[src/rtl/urlpd_pkg.sv]
package urlpd_pkg;

  localparam logic [7:0] PLUS_CHAR    = 8'h2B;
  localparam logic [7:0] PERCENT_CHAR = 8'h25;
  localparam logic [7:0] SPACE_CHAR   = 8'h20;

  localparam int unsigned MAX_RESULTS = 3;

  typedef struct packed {
    logic [7:0] in_byte;
    logic       in_last;
  } in_item_t;

  typedef struct packed {
    logic [7:0] out_byte;
    logic       run_last;
    logic       text_last;
  } out_item_t;

  // Bytes released by one input transfer, held until all have been sent.
  typedef struct packed {
    logic [MAX_RESULTS-1:0][7:0] bytes;
    logic [1:0]                  count;
    logic                        text_last;
  } group_t;

  // Bit 4 set means the byte is not a hex digit; otherwise bits 3:0 are its value.
  function automatic logic [4:0] hex_nibble(input logic [7:0] c);
    logic [4:0] r;
    r = 5'h10;
    if (c inside {[8'h30:8'h39]}) begin
      r = {1'b0, c[3:0]};
    end else if ((c inside {[8'h61:8'h66]}) || (c inside {[8'h41:8'h46]})) begin
      r = {1'b0, c[3:0] + 4'd9};
    end
    return r;
  endfunction

endpackage

[src/rtl/urlpd_decode.sv]
module urlpd_decode (
  input  logic              clk,
  input  logic              rst,
  input  logic              item_valid,
  output logic              item_ready,
  input  urlpd_pkg::in_item_t item,
  output logic              grp_valid,
  output urlpd_pkg::group_t grp,
  input  logic              grp_free
);

  localparam logic [1:0] PHASE_IDLE    = 2'd0;
  localparam logic [1:0] PHASE_PERCENT = 2'd1;
  localparam logic [1:0] PHASE_DIGIT   = 2'd2;

  logic                 a_valid;
  urlpd_pkg::in_item_t  a_item;
  logic [1:0]           escape_phase;
  logic [1:0]           escape_phase_next;
  logic [7:0]           held_char;
  logic [7:0]           held_char_next;
  logic [1:0]           cnt;
  logic                 a_pop;
  logic [7:0]           b;
  logic [4:0]           b_hex;
  logic [4:0]           held_hex;

  assign b        = a_item.in_byte;
  assign b_hex    = urlpd_pkg::hex_nibble(b);
  assign held_hex = urlpd_pkg::hex_nibble(held_char);

  always_comb begin
    logic fresh;
    fresh             = 1'b0;
    cnt               = 2'd0;
    grp.bytes         = '0;
    escape_phase_next = PHASE_IDLE;
    held_char_next    = held_char;

    case (escape_phase)
      PHASE_PERCENT: begin
        if (!b_hex[4]) begin
          held_char_next    = b;
          escape_phase_next = PHASE_DIGIT;
        end else begin
          grp.bytes[cnt] = urlpd_pkg::PERCENT_CHAR;
          cnt            = cnt + 2'd1;
          fresh          = 1'b1;
        end
      end
      PHASE_DIGIT: begin
        if (!b_hex[4]) begin
          grp.bytes[cnt] = {held_hex[3:0], b_hex[3:0]};
          cnt            = cnt + 2'd1;
        end else begin
          grp.bytes[cnt] = urlpd_pkg::PERCENT_CHAR;
          cnt            = cnt + 2'd1;
          grp.bytes[cnt] = held_char;
          cnt            = cnt + 2'd1;
          fresh          = 1'b1;
        end
      end
      default: begin
        fresh = 1'b1;
      end
    endcase

    // A byte decoded with no escape pending; it may open a new escape.
    if (fresh) begin
      if (b == urlpd_pkg::PLUS_CHAR) begin
        grp.bytes[cnt] = urlpd_pkg::SPACE_CHAR;
        cnt            = cnt + 2'd1;
      end else if (b == urlpd_pkg::PERCENT_CHAR) begin
        escape_phase_next = PHASE_PERCENT;
      end else begin
        grp.bytes[cnt] = b;
        cnt            = cnt + 2'd1;
      end
    end

    // At the end of the text any pending escape is flushed literally.
    if (a_item.in_last) begin
      if (escape_phase_next == PHASE_PERCENT) begin
        grp.bytes[cnt] = urlpd_pkg::PERCENT_CHAR;
        cnt            = cnt + 2'd1;
      end else if (escape_phase_next == PHASE_DIGIT) begin
        grp.bytes[cnt] = urlpd_pkg::PERCENT_CHAR;
        cnt            = cnt + 2'd1;
        grp.bytes[cnt] = held_char_next;
        cnt            = cnt + 2'd1;
      end
      escape_phase_next = PHASE_IDLE;
      held_char_next    = 8'h00;
    end

    grp.count     = cnt;
    grp.text_last = a_item.in_last;
  end

  assign grp_valid  = a_valid && (cnt != 2'd0);
  assign a_pop      = a_valid && ((cnt == 2'd0) || grp_free);
  assign item_ready = !a_valid || a_pop;

  always_ff @(posedge clk) begin
    if (rst) begin
      a_valid      <= 1'b0;
      escape_phase <= PHASE_IDLE;
      held_char    <= 8'h00;
    end else begin
      if (item_ready) begin
        a_valid <= item_valid;
      end
      if (a_pop) begin
        escape_phase <= escape_phase_next;
        held_char    <= held_char_next;
      end
    end
  end

  always_ff @(posedge clk) begin
    if (item_valid && item_ready) begin
      a_item <= item;
    end
  end

endmodule

[src/rtl/urlpd_outbuf.sv]
module urlpd_outbuf (
  input  logic                clk,
  input  logic                rst,
  input  logic                grp_valid,
  input  urlpd_pkg::group_t   grp,
  output logic                grp_free,
  output logic                result_valid,
  input  logic                result_ready,
  output urlpd_pkg::out_item_t result
);

  urlpd_pkg::group_t g;
  logic              g_valid;
  logic [1:0]        idx;
  logic              slot_last;

  assign slot_last    = (idx == g.count - 2'd1);
  assign grp_free     = !g_valid || (slot_last && result_ready);
  assign result_valid = g_valid;

  always_comb begin
    result.out_byte  = g.bytes[idx];
    result.run_last  = slot_last;
    result.text_last = slot_last && g.text_last;
  end

  always_ff @(posedge clk) begin
    if (rst) begin
      g_valid <= 1'b0;
      idx     <= 2'd0;
    end else if (grp_valid && grp_free) begin
      g_valid <= 1'b1;
      idx     <= 2'd0;
    end else if (g_valid && result_ready) begin
      if (slot_last) begin
        g_valid <= 1'b0;
      end else begin
        idx <= idx + 2'd1;
      end
    end
  end

  always_ff @(posedge clk) begin
    if (grp_valid && grp_free) begin
      g <= grp;
    end
  end

endmodule

[src/rtl/url_percent_decoder.sv]
// URL percent decoder, one encoded byte per input transfer.
// Input channel item_valid/item_ready carries item (in_byte, in_last); output
// channel result_valid/result_ready carries result (out_byte, run_last,
// text_last). A '+' becomes a space and "%XY" with two hex digits becomes one
// byte; a broken escape is passed through literally.
// An input byte is first captured in an input register, then decoded in one
// pass into a group of zero to three bytes that is loaded into the result
// register. The first byte of a group is offered from the result register,
// and result_valid then stays high until the group's last byte is taken.
// Throughput is one input byte per cycle while each byte yields at most one
// result and the receiver is ready; a longer group holds the result register
// until its last byte is taken and holds off further input. Bytes that yield
// no result (the start of an escape) pass the input register without waiting.
// Reset clears the pending escape and empties both registers; item_ready is
// high in the first cycle after reset. When the receiver stalls, the result
// register holds its byte, the input register fills, and item_ready drops.
module url_percent_decoder (
  input  logic                 clk,
  input  logic                 rst,
  input  logic                 item_valid,
  output logic                 item_ready,
  input  urlpd_pkg::in_item_t  item,
  output logic                 result_valid,
  input  logic                 result_ready,
  output urlpd_pkg::out_item_t result
);

  logic              grp_valid;
  logic              grp_free;
  urlpd_pkg::group_t grp;

  urlpd_decode u_decode (
    .clk       (clk),
    .rst       (rst),
    .item_valid(item_valid),
    .item_ready(item_ready),
    .item      (item),
    .grp_valid (grp_valid),
    .grp       (grp),
    .grp_free  (grp_free)
  );

  urlpd_outbuf u_outbuf (
    .clk         (clk),
    .rst         (rst),
    .grp_valid   (grp_valid),
    .grp         (grp),
    .grp_free    (grp_free),
    .result_valid(result_valid),
    .result_ready(result_ready),
    .result      (result)
  );

endmodule

[config.mk]
export PLATFORM = sky130hd
export DESIGN_NAME = url_percent_decoder
export DESIGN_NICKNAME = d
export VERILOG_FILES = /design/src/rtl/urlpd_pkg.sv /design/src/rtl/urlpd_decode.sv /design/src/rtl/urlpd_outbuf.sv /design/src/rtl/url_percent_decoder.sv
export SDC_FILE = /design/constraint.sdc
export NUM_CORES = 1
export LEC_CHECK = 0
export BUFFER_PORTS_ARGS = -buffer_cell sky130_fd_sc_hd__buf_4
export CAP_MARGIN = 10
export CORE_UTILIZATION = 35
export CTS_BUF_LIST = sky130_fd_sc_hd__clkbuf_2
export CTS_CLUSTER_DIAMETER = 50
export DETAILED_ROUTE_END_ITERATION = 6
export SYNTH_ARGS = -nofsm -noshare
export SYNTH_HDL_FRONTEND = slang
export SYNTH_SLANG_ARGS = --single-unit
[constraint.sdc]
create_clock -name clk -period 5.4 [get_ports clk]
set_input_delay 0 -clock clk [delete_from_list [all_inputs] [get_ports clk]]
set_output_delay 0 -clock clk [all_outputs]
set_load 0.005 [all_outputs]
==> impl_metrics.env <==
export IMPL_critPathKind="reg -> reg"
export IMPL_clockBufferDepth=2
export IMPL_path_depth=17
export IMPL_synth_seq_cells=50
export IMPL_regArea_um2=1360
export IMPL_path_cells="inv_1 -> ha_1 -> o21bai_1 -> a211o_1 -> o21ai_2 -> mux2i_1 -> ha_1 -> nand2_1 -> nor2_1 -> a21oi_1 -> ha_1 -> o21ai_0 -> o32a_1 -> a31o_2 -> or2_2 -> a21oi_1 -> dlygate4sd3_1"
export IMPL_grt_pass1_vias=2655
export IMPL_crit_fanout=9
export IMPL_fmax_mhz=202
export IMPL_worstMarginPinSlew_ns=0.996
export IMPL_ir_drop_mv=0.0765
export IMPL_period_share_pct=91.8
export IMPL_drive_gt1_share_pct=13.6
export IMPL_syn_area_um2=3270
export IMPL_fin_tns_setup_ns=0
export IMPL_ctsHoldBuffers=12
export IMPL_setup_slack_ns=0.442
export IMPL_synth_top_cell_by_area="edfxtp_1"
export IMPL_yosys_most_used_dff="edfxtp_1"
export IMPL_multiInputGateArea_um2=1750
export IMPL_yosysUniqueCellTypes=60
export IMPL_synthSimpleGateAreaFrac_pct=16.3
export IMPL_cp_endpoint="u_decode.a_valid"
export IMPL_cp_start_kind="flip-flop"
export IMPL_crit_buf_inv=2
export IMPL_clock_latency_ns=0.46
export IMPL_rows=34
export IMPL_drc=0
export IMPL_synth_top_area_share_pct=33.1
export IMPL_synth_cells=346
export IMPL_die_y_um=98.6
export IMPL_post_cts_buffers=0
export IMPL_routedWlPerCell_um=17.6
export IMPL_dpl_worst_slack_ns=0.656
export IMPL_start_util_pct=36.7
export IMPL_final_max_slew_viol_count=0
export IMPL_coreArea_um2=8890
export IMPL_synthTopCellsByArea="edfxtp_1 (33%), dfxtp_1 (8.6%), ha_1 (6.9%)"
export IMPL_hold_class="in -> reg"
export IMPL_maxCapViolations=0
export IMPL_area_growth_pct=13.3
export IMPL_fin_area_um2=3700
export IMPL_cts_repair_resized=0
export IMPL_ant_nets=0
export IMPL_drt_vias_per_instance=5.86
export IMPL_fill_cells=882
export IMPL_rsz0062_at_grt="false"
export IMPL_clk_pin_slew_ns=0.26
export IMPL_synth_fa_ha_area_share_pct=6.89
export IMPL_n_antenna_cell=0
export IMPL_synth_compound_area_share_pct=24.2
export IMPL_p_per_area_nw_per_um2=185
export IMPL_boundaryPins=25
export IMPL_die_w_um=98.6
export IMPL_fin_cells=483
export IMPL_endpoint_kind="flip-flop"
export IMPL_cpMostUsedCell="ha_1"
export IMPL_slew_headroom_pct=33.0
export IMPL_dr_pass1_iters=6
export IMPL_root_buffer="clkbuf_2"
export IMPL_final_min_clock_period_ns=4.96
export IMPL_cts_tree="done"
export IMPL_synth_top_family_by_area="compound AO/OA/AOI/OAI gates"
export IMPL_globalplace_congestion=0.916
export IMPL_synthArstFlopShare_pct=0
export IMPL_clock_sinks=50
export IMPL_cpPeakStageDelay_ns=0.61
export IMPL_avgSynthCellArea_um2=9.44
export IMPL_htreeDepth=2
export IMPL_nets=405
export IMPL_dp_cells=463
export IMPL_grt_first_pass_wirelength_um=13700
export IMPL_grt_max_degree=29
export IMPL_reg2reg_to="u_decode.a_valid"
export IMPL_rrSetupSlack_ns=0.44
export IMPL_numCtsBuffers=5
export IMPL_cpLargestDelayFamily="compound AO/OA/AOI/OAI gates"
export IMPL_grt_antenna_before_repair=0
export IMPL_die_area_um2=9720
export IMPL_port_buffers=24
export IMPL_synthMuxAreaShare_pct=4.02
export IMPL_synth_xor_area_share_pct=1.88
export IMPL_total_leakage_power_uw=0.00138
export IMPL_yosysSeqAreaShare_pct=41.7
export IMPL_slowest_stage="edfxtp_1"
export IMPL_fin_skew_ns=0.0176
export IMPL_crit_required_ns=5.82
export IMPL_ys_warn_count=0
export IMPL_gr_total_overflow=0
export IMPL_finalHoldViolations=0
export IMPL_hp_start="item_valid"
export IMPL_track_usage_pct=18.0
export IMPL_drt_iter0_drc=315
export IMPL_dpl_cell_area_um2=3530
export IMPL_cp_arrival_ns=5.38
export IMPL_setup_violations=0
export IMPL_vias=2830
export IMPL_synth_edf_count=36
export IMPL_final_util_pct=41.6
export IMPL_status="finished clean"
export IMPL_dp_hpwl_um=6410
export IMPL_syn_nets=377
export IMPL_worst_r2r_cell_count=17
export IMPL_drt_total_wl_um=8500
export IMPL_cp_startpoint="u_decode.b[0]"
export IMPL_r2r_start="u_decode.b[0]"
==> per-layer routing <==
layer	track usage (%)	part of all wire [%]	up-vias
met3	3.12	7.3	29
met5	0	0	-
met1	24.9	45	1319
li1	-	-	1342
met4	6.08	2.8	0
met2	28.6	45	140
==> kinds of logic (layout without fill, tap and decap cells) <==
kind of cell    Yosys count  count (layout)
compound gates          112             112
xor+xnor                  7               7
fa+ha+maj                18              18
buf+inv                  40              69
flops                    50              50
mux                      13              13
simple gates            106             106
==> power breakdown <==
part           internal [uW]  leakage [uW]  switching (uW)
Clock                   36.8     0.0000339             133
Sequential               427      0.000457            14.9
Combinational           34.9      0.000891            36.5
Total                    499       0.00138             185
==> metrics by stage <==
stage	hold slack, ns	power, uW
2_1_floorplan	0.0989	486
3_3_place_gp	0.183	514
3_5_place_dp	0.181	514
4_1_cts	0.149	688
5_1_grt	0.137	713
6_report	0.139	684
==> cell usage in the layout, fill, tap and decap left out, types with 5 or more instances in the layout <==
master / count
a21oi_1: 21
a31oi_1: 8
a32o_1: 7
and2_1: 7
and3_1: 7
buf_4: 28
clkbuf_2: 5
dfxtp_1: 14
dlygate4sd3_1: 12
edfxtp_1: 36
ha_1: 18
inv_1: 21
mux2i_1: 12
nand2_1: 34
nand3_1: 6
nor2_1: 22
nor2b_1: 7
o21ai_0: 24
xnor2_1: 6
==> state kept, by name, summed over array words and instances (netlist names) <==
| name | flops |
|---|---|
| u_decode.a_valid | 1 |
| u_outbuf.idx | 2 |
| u_outbuf.g | 27 |
| u_decode.grp | 1 |
| u_decode.b | 8 |
| u_outbuf.result_valid | 1 |
| u_decode.escape_phase | 2 |
| u_decode.held_char | 8 |
==> cells in the mapped netlist, types with 6 or more instances <==
cell / number
a21oi_1: 22
a31oi_1: 8
a32o_1: 7
and2_1: 7
and3_1: 7
clkbuf_1: 11
dfxtp_1: 14
edfxtp_1: 36
ha_1: 18
inv_1: 21
mux2i_1: 12
nand2_1: 34
nand3_1: 6
nor2_1: 22
nor2b_1: 7
o21ai_0: 24
xnor2_1: 6
==> how the worst min path moves through the flow <==
stage               cells after the start  slack, ns         endpoint
finish                                  2       0.14    u_decode.b[0]
global route                            2       0.14    u_decode.b[0]
CTS                                     2       0.15  u_decode.grp[0]
detailed placement                      1       0.18  u_decode.grp[0]
global placement                        1       0.18  u_decode.grp[0]
floorplan                               0        0.1    u_decode.b[0]
==> layout make-up <==
type	count	area share (%)
clock buffer	5	0.676
inverter	21	2.13
tap	108	3.65
timing repair buffer	40	8.92
clock inverter	3	0.710
sequential	50	36.8
multi-input combinational	256	47.1
Note: power is estimated with default switching activity, not from simulation.
